[src/tmwf_pkg.sv]
// Shared types and constants for the trimmed-mean window filter.
// No dependencies; every other file in src imports this package.
package tmwf_pkg;

  localparam int SAMPLE_W       = 16;
  localparam int MEAN_W         = 20;
  localparam int NUM_AXES       = 3;
  localparam int FRAC_W         = 4;
  localparam int WLEN_W         = 5;
  localparam int LEN_MIN        = 3;
  localparam int MAX_WINDOW_DEF = 16;

  localparam int CFG_ADDR_W = 3;
  localparam int CFG_DATA_W = 32;

  localparam logic [WLEN_W-1:0] WLEN_RESET = 5'd12;

  // Register index, taken from the word address bits of paddr.
  localparam logic REG_WINDOW_LEN = 1'b0;

  // Control from the sequencer to each per-axis accumulator.
  typedef struct packed {
    logic en;     // a ring entry is on the read data bus
    logic first;  // that entry is slot 0, the first read of the walk
    logic trim;   // latch sum minus minimum minus maximum
  } acc_ctrl_t;

endpackage

[src/tmwf_ring.sv]
// Sample ring: one synchronous memory holding all three axes per entry.
// Uses tmwf_pkg; single write port and single registered read port.
module tmwf_ring
  import tmwf_pkg::*;
#(
  parameter int DEPTH = MAX_WINDOW_DEF,
  parameter int AW    = $clog2(MAX_WINDOW_DEF)
) (
  input  logic                           clk,
  input  logic                           wr_en,
  input  logic [AW-1:0]                  wr_addr,
  input  logic [NUM_AXES*SAMPLE_W-1:0]   wr_data,
  input  logic                           rd_en,
  input  logic [AW-1:0]                  rd_addr,
  output logic [NUM_AXES*SAMPLE_W-1:0]   rd_data
);

  logic [NUM_AXES*SAMPLE_W-1:0] mem [DEPTH];

  always_ff @(posedge clk) begin
    if (wr_en) begin
      mem[wr_addr] <= wr_data;
    end
  end

  always_ff @(posedge clk) begin
    if (rd_en) begin
      rd_data <= mem[rd_addr];
    end
  end

endmodule

[src/tmwf_acc.sv]
// Per-axis accumulator: running sum, minimum and maximum over the ring walk.
// Uses tmwf_pkg for the sample width and the acc_ctrl_t control group.
module tmwf_acc
  import tmwf_pkg::*;
#(
  parameter int SUM_W = SAMPLE_W + $clog2(MAX_WINDOW_DEF)
) (
  input  logic                       clk,
  input  acc_ctrl_t                  ctrl,
  input  logic signed [SAMPLE_W-1:0] sample,
  output logic signed [SUM_W-1:0]    diff_r
);

  logic signed [SUM_W-1:0]    sum_r;
  logic signed [SAMPLE_W-1:0] lo_r;
  logic signed [SAMPLE_W-1:0] hi_r;

  always_ff @(posedge clk) begin
    if (ctrl.en) begin
      if (ctrl.first) begin
        sum_r <= SUM_W'(sample);
        lo_r  <= sample;
        hi_r  <= sample;
      end else begin
        sum_r <= sum_r + SUM_W'(sample);
        if (sample < lo_r) begin
          lo_r <= sample;
        end
        if (sample > hi_r) begin
          hi_r <= sample;
        end
      end
    end
    if (ctrl.trim) begin
      diff_r <= sum_r - SUM_W'(lo_r) - SUM_W'(hi_r);
    end
  end

endmodule

[src/tmwf_div.sv]
// Restoring divider, one quotient bit per cycle, signed dividend, truncating.
// Uses tmwf_pkg for its default widths; one instance serves each axis.
module tmwf_div
  import tmwf_pkg::*;
#(
  parameter int NUM_W = SAMPLE_W + FRAC_W + $clog2(MAX_WINDOW_DEF),
  parameter int DEN_W = $clog2(MAX_WINDOW_DEF + 1)
) (
  input  logic                    clk,
  input  logic                    rst_n,
  input  logic                    start,
  input  logic signed [NUM_W-1:0] dividend,
  input  logic [DEN_W-1:0]        divisor,
  output logic                    done,
  output logic signed [NUM_W-1:0] quotient
);

  localparam int CW = $clog2(NUM_W + 1);

  logic [NUM_W-1:0] mag_r;
  logic [DEN_W:0]   rem_r;
  logic             neg_r;
  logic [CW-1:0]    cnt_r;
  logic             busy_r;
  logic             done_r;
  logic signed [NUM_W-1:0] quot_r;

  logic [DEN_W:0] rem_sh;
  logic           ge;
  logic [DEN_W:0] rem_nxt;

  // The remainder stays below the divisor, so its top bit is free for the shift.
  always_comb begin
    rem_sh  = {rem_r[DEN_W-1:0], mag_r[NUM_W-1]};
    ge      = rem_sh >= {1'b0, divisor};
    rem_nxt = ge ? (rem_sh - {1'b0, divisor}) : rem_sh;
  end

  always_ff @(posedge clk) begin
    if (!rst_n) begin
      busy_r <= 1'b0;
      done_r <= 1'b0;
      cnt_r  <= '0;
    end else begin
      done_r <= !start && busy_r && (cnt_r == '0);
      if (start) begin
        mag_r  <= dividend[NUM_W-1] ? NUM_W'(-dividend) : NUM_W'(dividend);
        neg_r  <= dividend[NUM_W-1];
        rem_r  <= '0;
        cnt_r  <= CW'(NUM_W);
        busy_r <= 1'b1;
      end else if (busy_r) begin
        if (cnt_r != '0) begin
          mag_r <= {mag_r[NUM_W-2:0], ge};
          rem_r <= rem_nxt;
          cnt_r <= cnt_r - 1'b1;
        end else begin
          quot_r <= neg_r ? -$signed(mag_r) : $signed(mag_r);
          busy_r <= 1'b0;
        end
      end
    end
  end

  assign done     = done_r;
  assign quotient = quot_r;

endmodule

[src/trimmed_mean_window_filter_core.sv]
// Trimmed-mean window filter, top level: sequencer, ring, accumulators, dividers.
// While the window fills, a beat is taken every cycle and gives no result.
// Once full, each beat starts a walk of the L window entries (L is the effective
// window length) through the single ring read port, then the trim and the
// bit-serial dividers over NUM_W bits (24 at MAX_WINDOW 16); in_stall stays
// high until the result reaches the output register, so no new beat is taken
// before the last one is through.
// Synchronous active-low reset clears the slot pointer, the fill flag, the
// output valid and restores window_len to 12; the ring itself is not cleared.
module trimmed_mean_window_filter_core
  import tmwf_pkg::*;
#(
  parameter int MAX_WINDOW = MAX_WINDOW_DEF
) (
  input  logic                       clk,
  input  logic                       rst_n,

  input  logic                       in_valid,
  output logic                       in_stall,
  input  logic signed [SAMPLE_W-1:0] in_sample_x,
  input  logic signed [SAMPLE_W-1:0] in_sample_y,
  input  logic signed [SAMPLE_W-1:0] in_sample_z,

  output logic                       out_valid,
  input  logic                       out_stall,
  output logic signed [MEAN_W-1:0]   out_mean_x,
  output logic signed [MEAN_W-1:0]   out_mean_y,
  output logic signed [MEAN_W-1:0]   out_mean_z,

  input  logic                       psel,
  input  logic                       penable,
  input  logic                       pwrite,
  input  logic [CFG_ADDR_W-1:0]      paddr,
  input  logic [CFG_DATA_W-1:0]      pwdata,
  output logic [CFG_DATA_W-1:0]      prdata,
  output logic                       pready
);

  localparam int IW    = $clog2(MAX_WINDOW);
  localparam int LW    = $clog2(MAX_WINDOW + 1);
  localparam int SUM_W = SAMPLE_W + $clog2(MAX_WINDOW);
  localparam int NUM_W = SUM_W + FRAC_W;
  localparam int RW    = NUM_AXES * SAMPLE_W;

  typedef enum logic [2:0] {
    ST_IDLE,
    ST_WALK,
    ST_LAST,
    ST_TRIM,
    ST_DIV,
    ST_DONE
  } state_t;

  state_t            state_r;
  logic [WLEN_W-1:0] window_len_r;
  logic [IW-1:0]     write_slot_r;
  logic              window_full_r;
  logic [IW-1:0]     rd_idx_r;
  logic              dat_vld_r;
  logic              dat_first_r;
  logic              go_r;
  logic              out_valid_r;
  logic signed [MEAN_W-1:0] mean_x_r;
  logic signed [MEAN_W-1:0] mean_y_r;
  logic signed [MEAN_W-1:0] mean_z_r;

  logic [LW-1:0] len_eff;
  logic [LW-1:0] slot_cur;
  logic [LW-1:0] slot_inc;
  logic          wrap;
  logic          in_acc;
  logic          cfg_wr;
  logic          rd_last;
  logic          out_free;

  logic [RW-1:0]           rd_data;
  acc_ctrl_t               acc_ctrl;
  logic signed [SUM_W-1:0] diff [NUM_AXES];
  logic signed [NUM_W-1:0] quot [NUM_AXES];
  logic [NUM_AXES-1:0]     div_done;

  // Effective length: the register clamped to LEN_MIN..MAX_WINDOW.
  always_comb begin
    if (window_len_r < WLEN_W'(LEN_MIN)) begin
      len_eff = LW'(LEN_MIN);
    end else if (32'(window_len_r) > MAX_WINDOW) begin
      len_eff = LW'(MAX_WINDOW);
    end else begin
      len_eff = LW'(window_len_r);
    end
  end

  // A slot left beyond a shortened window restarts at slot 0.
  assign slot_cur = (LW'(write_slot_r) >= len_eff) ? '0 : LW'(write_slot_r);
  assign slot_inc = slot_cur + 1'b1;
  assign wrap     = slot_inc >= len_eff;

  assign in_stall  = (state_r != ST_IDLE);
  assign in_acc    = in_valid && !in_stall;
  assign cfg_wr    = psel && penable && pwrite && (paddr[2] == REG_WINDOW_LEN);
  assign rd_last   = (LW'(rd_idx_r) == (len_eff - 1'b1));
  assign out_free  = !out_valid_r || !out_stall;

  always_ff @(posedge clk) begin
    if (!rst_n) begin
      state_r       <= ST_IDLE;
      window_len_r  <= WLEN_RESET;
      write_slot_r  <= '0;
      window_full_r <= 1'b0;
      rd_idx_r      <= '0;
      dat_vld_r     <= 1'b0;
      dat_first_r   <= 1'b0;
      go_r          <= 1'b0;
      out_valid_r   <= 1'b0;
    end else begin
      dat_vld_r   <= (state_r == ST_WALK);
      dat_first_r <= (state_r == ST_WALK) && (rd_idx_r == '0);
      go_r        <= (state_r == ST_TRIM);
      if (out_valid_r && !out_stall && (state_r != ST_DONE)) begin
        out_valid_r <= 1'b0;
      end

      case (state_r)
        ST_IDLE: begin
          if (in_acc && !cfg_wr) begin
            write_slot_r <= wrap ? '0 : IW'(slot_inc);
            if (wrap) begin
              window_full_r <= 1'b1;
            end
            if (wrap || window_full_r) begin
              rd_idx_r <= '0;
              state_r  <= ST_WALK;
            end
          end
        end
        ST_WALK: begin
          rd_idx_r <= rd_idx_r + 1'b1;
          if (rd_last) begin
            state_r <= ST_LAST;
          end
        end
        ST_LAST: begin
          state_r <= ST_TRIM;
        end
        ST_TRIM: begin
          state_r <= ST_DIV;
        end
        ST_DIV: begin
          if (&div_done) begin
            state_r <= ST_DONE;
          end
        end
        ST_DONE: begin
          if (out_free) begin
            mean_x_r    <= quot[0][MEAN_W-1:0];
            mean_y_r    <= quot[1][MEAN_W-1:0];
            mean_z_r    <= quot[2][MEAN_W-1:0];
            out_valid_r <= 1'b1;
            state_r     <= ST_IDLE;
          end
        end
        default: begin
          state_r <= ST_IDLE;
        end
      endcase

      // Any write to the length register restarts the fill.
      if (cfg_wr) begin
        window_len_r  <= pwdata[WLEN_W-1:0];
        write_slot_r  <= '0;
        window_full_r <= 1'b0;
      end
    end
  end

  assign prdata = (paddr[2] == REG_WINDOW_LEN) ? CFG_DATA_W'(window_len_r) : '0;
  assign pready = 1'b1;

  tmwf_ring #(
    .DEPTH (MAX_WINDOW),
    .AW    (IW)
  ) u_ring (
    .clk     (clk),
    .wr_en   (in_acc),
    .wr_addr (IW'(slot_cur)),
    .wr_data ({in_sample_z, in_sample_y, in_sample_x}),
    .rd_en   (state_r == ST_WALK),
    .rd_addr (rd_idx_r),
    .rd_data (rd_data)
  );

  assign acc_ctrl.en    = dat_vld_r;
  assign acc_ctrl.first = dat_first_r;
  assign acc_ctrl.trim  = (state_r == ST_TRIM);

  for (genvar a = 0; a < NUM_AXES; a++) begin : g_axis
    tmwf_acc #(
      .SUM_W (SUM_W)
    ) u_acc (
      .clk    (clk),
      .ctrl   (acc_ctrl),
      .sample ($signed(rd_data[a*SAMPLE_W +: SAMPLE_W])),
      .diff_r (diff[a])
    );

    tmwf_div #(
      .NUM_W (NUM_W),
      .DEN_W (LW)
    ) u_div (
      .clk      (clk),
      .rst_n    (rst_n),
      .start    (go_r),
      .dividend ($signed({diff[a], {FRAC_W{1'b0}}})),
      .divisor  (len_eff - LW'(2)),
      .done     (div_done[a]),
      .quotient (quot[a])
    );
  end

  assign out_valid  = out_valid_r;
  assign out_mean_x = mean_x_r;
  assign out_mean_y = mean_y_r;
  assign out_mean_z = mean_z_r;

endmodule
[config.mk]
export PLATFORM = sky130hd
export DESIGN_NAME = trimmed_mean_window_filter_core
export DESIGN_NICKNAME = d
export VERILOG_FILES = /design/src/tmwf_pkg.sv /design/src/tmwf_ring.sv /design/src/tmwf_acc.sv /design/src/tmwf_div.sv /design/src/trimmed_mean_window_filter_core.sv
export SDC_FILE = /design/constraint.sdc
export NUM_CORES = 2
export LEC_CHECK = 0
export BUFFER_PORTS_ARGS = -buffer_cell sky130_fd_sc_hd__buf_4
export CORE_ASPECT_RATIO = 0.6
export CORE_MARGIN = 2
export CORE_UTILIZATION = 30
export CTS_CLUSTER_DIAMETER = 50
export CTS_CLUSTER_SIZE = 40
export DETAILED_ROUTE_END_ITERATION = 10
export GPL_ROUTABILITY_DRIVEN = 1
export PLACE_DENSITY = 0.51
export SKIP_LAST_GASP = 1
export SYNTH_ARGS = -nofsm -noshare
export SYNTH_HDL_FRONTEND = slang
export SYNTH_SLANG_ARGS = --single-unit
export TNS_END_PERCENT = 100
[constraint.sdc]
create_clock -name clk -period 10.1 [get_ports clk]
set_input_delay 1.515 -clock clk [delete_from_list [all_inputs] [get_ports clk]]
set_output_delay 1.515 -clock clk [all_outputs]
set_load 0.02 [all_outputs]
==> reports/results.md <==
### Final layout
- 4269 — Nets
- 0.169 — proportion of layout cells with a drive suffix above 1
- 13.8% — signed area change from the synthesized netlist to the final layout

### Logic synthesis
- 0 — share of async-settable or async-resettable flops after synthesis
- edfxtp_1 — biggest area consumer among synthesized cells
- 75 — number of distinct library cells after synthesis
- edfxtp_1, mux4_2, ha_1, fa_1, xnor2_1 — most area-consuming cells after synthesis
- 1242 — number of synthesized flops with an enable pin
- 15.9 µm² — Avg Synthesized Cell Area
- 1284 — flops & latches, synth
- 0 — Synth Warn #
- edfxtp_1 — Synth Flop Type
- 0.634 — Synth top area share
- edfxtp_1, ha_1, mux4_2 — Commonest cells post-synth
- 0.649 — proportion of synthesized chip area in sequential cells
- 58800 µm² — area of the mapped netlist
- 3691 — Mapped Cells
- edfxtp_1 — cell with the most instances after synthesis

### Floorplanning
- 194000 µm² — CORE AREA
- 200000 µm² — floorplan die area
- 0.303 — starting density of the core
- 185 — number of ports placed on the die boundary
- 347 µm — vertical die dimension
- 576 µm — die width
- 125 — # rows

### Clocking
- 3 — Clock Path Buffers
- 0.09 ns — clock edge transition at the registers on the reported setup and hold paths
- 0 — number of buffers inserted by hold repair at cts
- 0 — quantity of gates resized following cts
- 0.73 ns — clock latency at the later pin of the worst-skew pair
- 99 — CTS buffer count
- 1284 — total number of clock tree sinks
- yes — CTS tree
- clkbuf_16 — CTS Root Cell
- 3 — number of levels the H-tree was split into
- 0 — number of buffers added for setup after CTS

### Status
- finished, final reports clean — status

### Routing
- 136000 µm — total routed wirelength
- 0 — post-route antenna net violation count
- 4.80 — routed via count divided by cell count
- 2696 — initial DRC count
- 7 — router iterations before antenna repair
- 0 — final routed DRC violation total
- 20.7 µm — detail-routed net length per standard cell
- 31500 — total vias in the final route

### Global routing
- 7 — antenna violations before repair
- 0.135 — global routing usage summed across all routing layers
- 31600 — vias in the first global route
- 0 — grt total ovfl
- 100 — maximum number of pins on one net before global-route repair
- 205000 µm — global-route wire length before repair

### Power and ir drop
- 22.5 nW — cell leakage power
- 0.0106 W — total power after layout
- 0.000125 V — largest vdd supply drop
- 158 nW/µm² — PD cells

### Placed design
- 127 — I/O Buffers
- 0.760 — placer's final routability congestion estimate
- 85600 µm — placed wire-length estimate after detailed placement

### STA
- 0 — final-report max-slew violation count
- 0 ns — summed negative setup slack over all endpoints
- 0.511 — portion of the clock cycle consumed by the worst path in the final layout
- 0.0410 ns — Post-Route Skew
- 0 — Final Hold Vio Count
- 0.174 — worst slew margin relative to its limit
- 5.16 ns — final critical path time including I/O delays and setup
- 194 MHz — maximum achievable frequency
- 0 — count of endpoints failing setup in the final report
- 1.21 ns — transition time of the tightest slew-check pin
- no — unrepaired setup endpoints after global routing

### Worst setup path
- 10.44 ns — worst endpoint required time
- nor2_1 > o21ai_0 > inv_1 > ha_1 > nand2b_1 > a21o_1 > a21o_1 > a21oi_1 > nor2_1 > nor2_1 > nand3_1 > nor3_2 > buf_4 — cell breakdown of the critical path
- buf_4 — highest-delay cell along the critical path
- 5.50 ns — CP Data Arrival Time
- 0.79 ns — maximum cell stage delay along the critical path
- 41 — Crit Path Max Fanout
- flop to flop — CP Class
- nor2_1 — Crit path top cell by count
- flop — endpoint class of the critical path
- flop — crit start category

### Min path
- flop to flop — worst min-delay path class

### Run
- 0 — number of max-capacitance violations reported

==> cells by family (layout without fill, tap and decap cells) <==
group | after synthesis | in the layout | synth area share
flops | 1284 | 1284 | 0.649
xor+xnor | 237 | 237 | 0.0353
simple gates | 608 | 608 | 0.0507
mux | 269 | 269 | 0.0972
fa+ha+maj | 321 | 321 | 0.0763
compound gates | 641 | 641 | 0.0690
other cells | 2 | 35 | 0.000128
buf+inv | 329 | 554 | 0.0228
==> final timing paths <==
check                           endpoint  slack [ns]  cells past startpoint                                  start
max          u_ring.mem[3][27]$_DFFE_PP_        4.94                     13           window_len_r[2]$_SDFFE_PN1P_
min              out_mean_y[1]$_DFFE_PP_        0.42                      0  g_axis[1].u_div.quotient[1]$_DFFE_PP_
max reg2reg  u_ring.mem[3][27]$_DFFE_PP_        4.94                     13           window_len_r[2]$_SDFFE_PN1P_
min reg2reg      out_mean_y[1]$_DFFE_PP_        0.42                      0  g_axis[1].u_div.quotient[1]$_DFFE_PP_
==> stage by stage <==
step                utilization  cell area (µm²)  std cells  hold WS (ns)  setup WS, ns
global placement          0.325            63100       6360         0.405          4.92
global route              0.345            66900       6550         0.429          4.56
CTS                       0.345            66900       6548         0.424          4.88
floorplan                     -            58900       3720         0.400          2.48
finish                    0.345            66900       6552         0.422          4.94
detailed placement        0.325            63100       6360         0.405          4.92
==> routing by layer <==
layer / wire length, µm / GRT usage / up-vias
met5: 20 / 0 / -
li1: - / - / 14700
met4: 1600 / 0.0201 / 4
met2: 59200 / 0.202 / 559
met1: 68800 / 0.209 / 16100
met3: 6130 / 0.0190 / 119
==> sequential cells by signal, summed over array words and instances, names as in the netlist, 20 cells and up <==
register	count
u_ring.mem	768
g_axis.u_div.mag_r	72
g_axis.u_acc.diff_r	60
g_axis.u_acc.sum_r	60
g_axis.u_div.quotient	60
g_axis.u_acc.hi_r	48
g_axis.u_acc.lo_r	48
u_ring.rd_data	48
out_mean_x	20
out_mean_y	20
out_mean_z	20
==> cell usage in the layout (no fill, tap or decap), types with 33 or more instances in the layout <==
master	n
nand2b_1	33
nor2_1	188
o31ai_1	39
mux4_2	240
nor3_1	33
ha_1	258
nand2_1	133
xor2_1	108
dfxtp_1	35
clkbuf_16	100
edfxtp_1	1242
nand3_1	37
a21o_1	82
xnor2_1	129
buf_4	175
nor2b_1	52
o21ai_0	157
o21a_1	39
fa_1	63
inv_1	189
a21oi_1	181
==> worst max-delay path, delay by kind of cell (launching register included) <==
kind            cells  cell delay, ns
compound gates      4            0.85
fa+ha+maj           1            0.37
buf+inv             2            1.14
simple gates        6            1.85
flops               1            0.46
==> layout make-up <==
class / instances / area, µm²
antenna: 4 / 10.0
clock buffer: 100 / 2500
clock inverter: 88 / 1360
fill: 18400 / 127000
inverter: 190 / 713
multi-input combinational: 2107 / 19600
sequential: 1284 / 38200
tap: 2603 / 3260
timing repair buffer: 176 / 1330
==> power breakdown <==
part	switching [W]	leakage [nW]	internal [W]
clock network	0.00238	1.85	0.00215
registers	0.00000946	11.5	0.00584
logic	0.000137	9.13	0.0000733
Note: power is estimated with default switching activity, not from simulation.
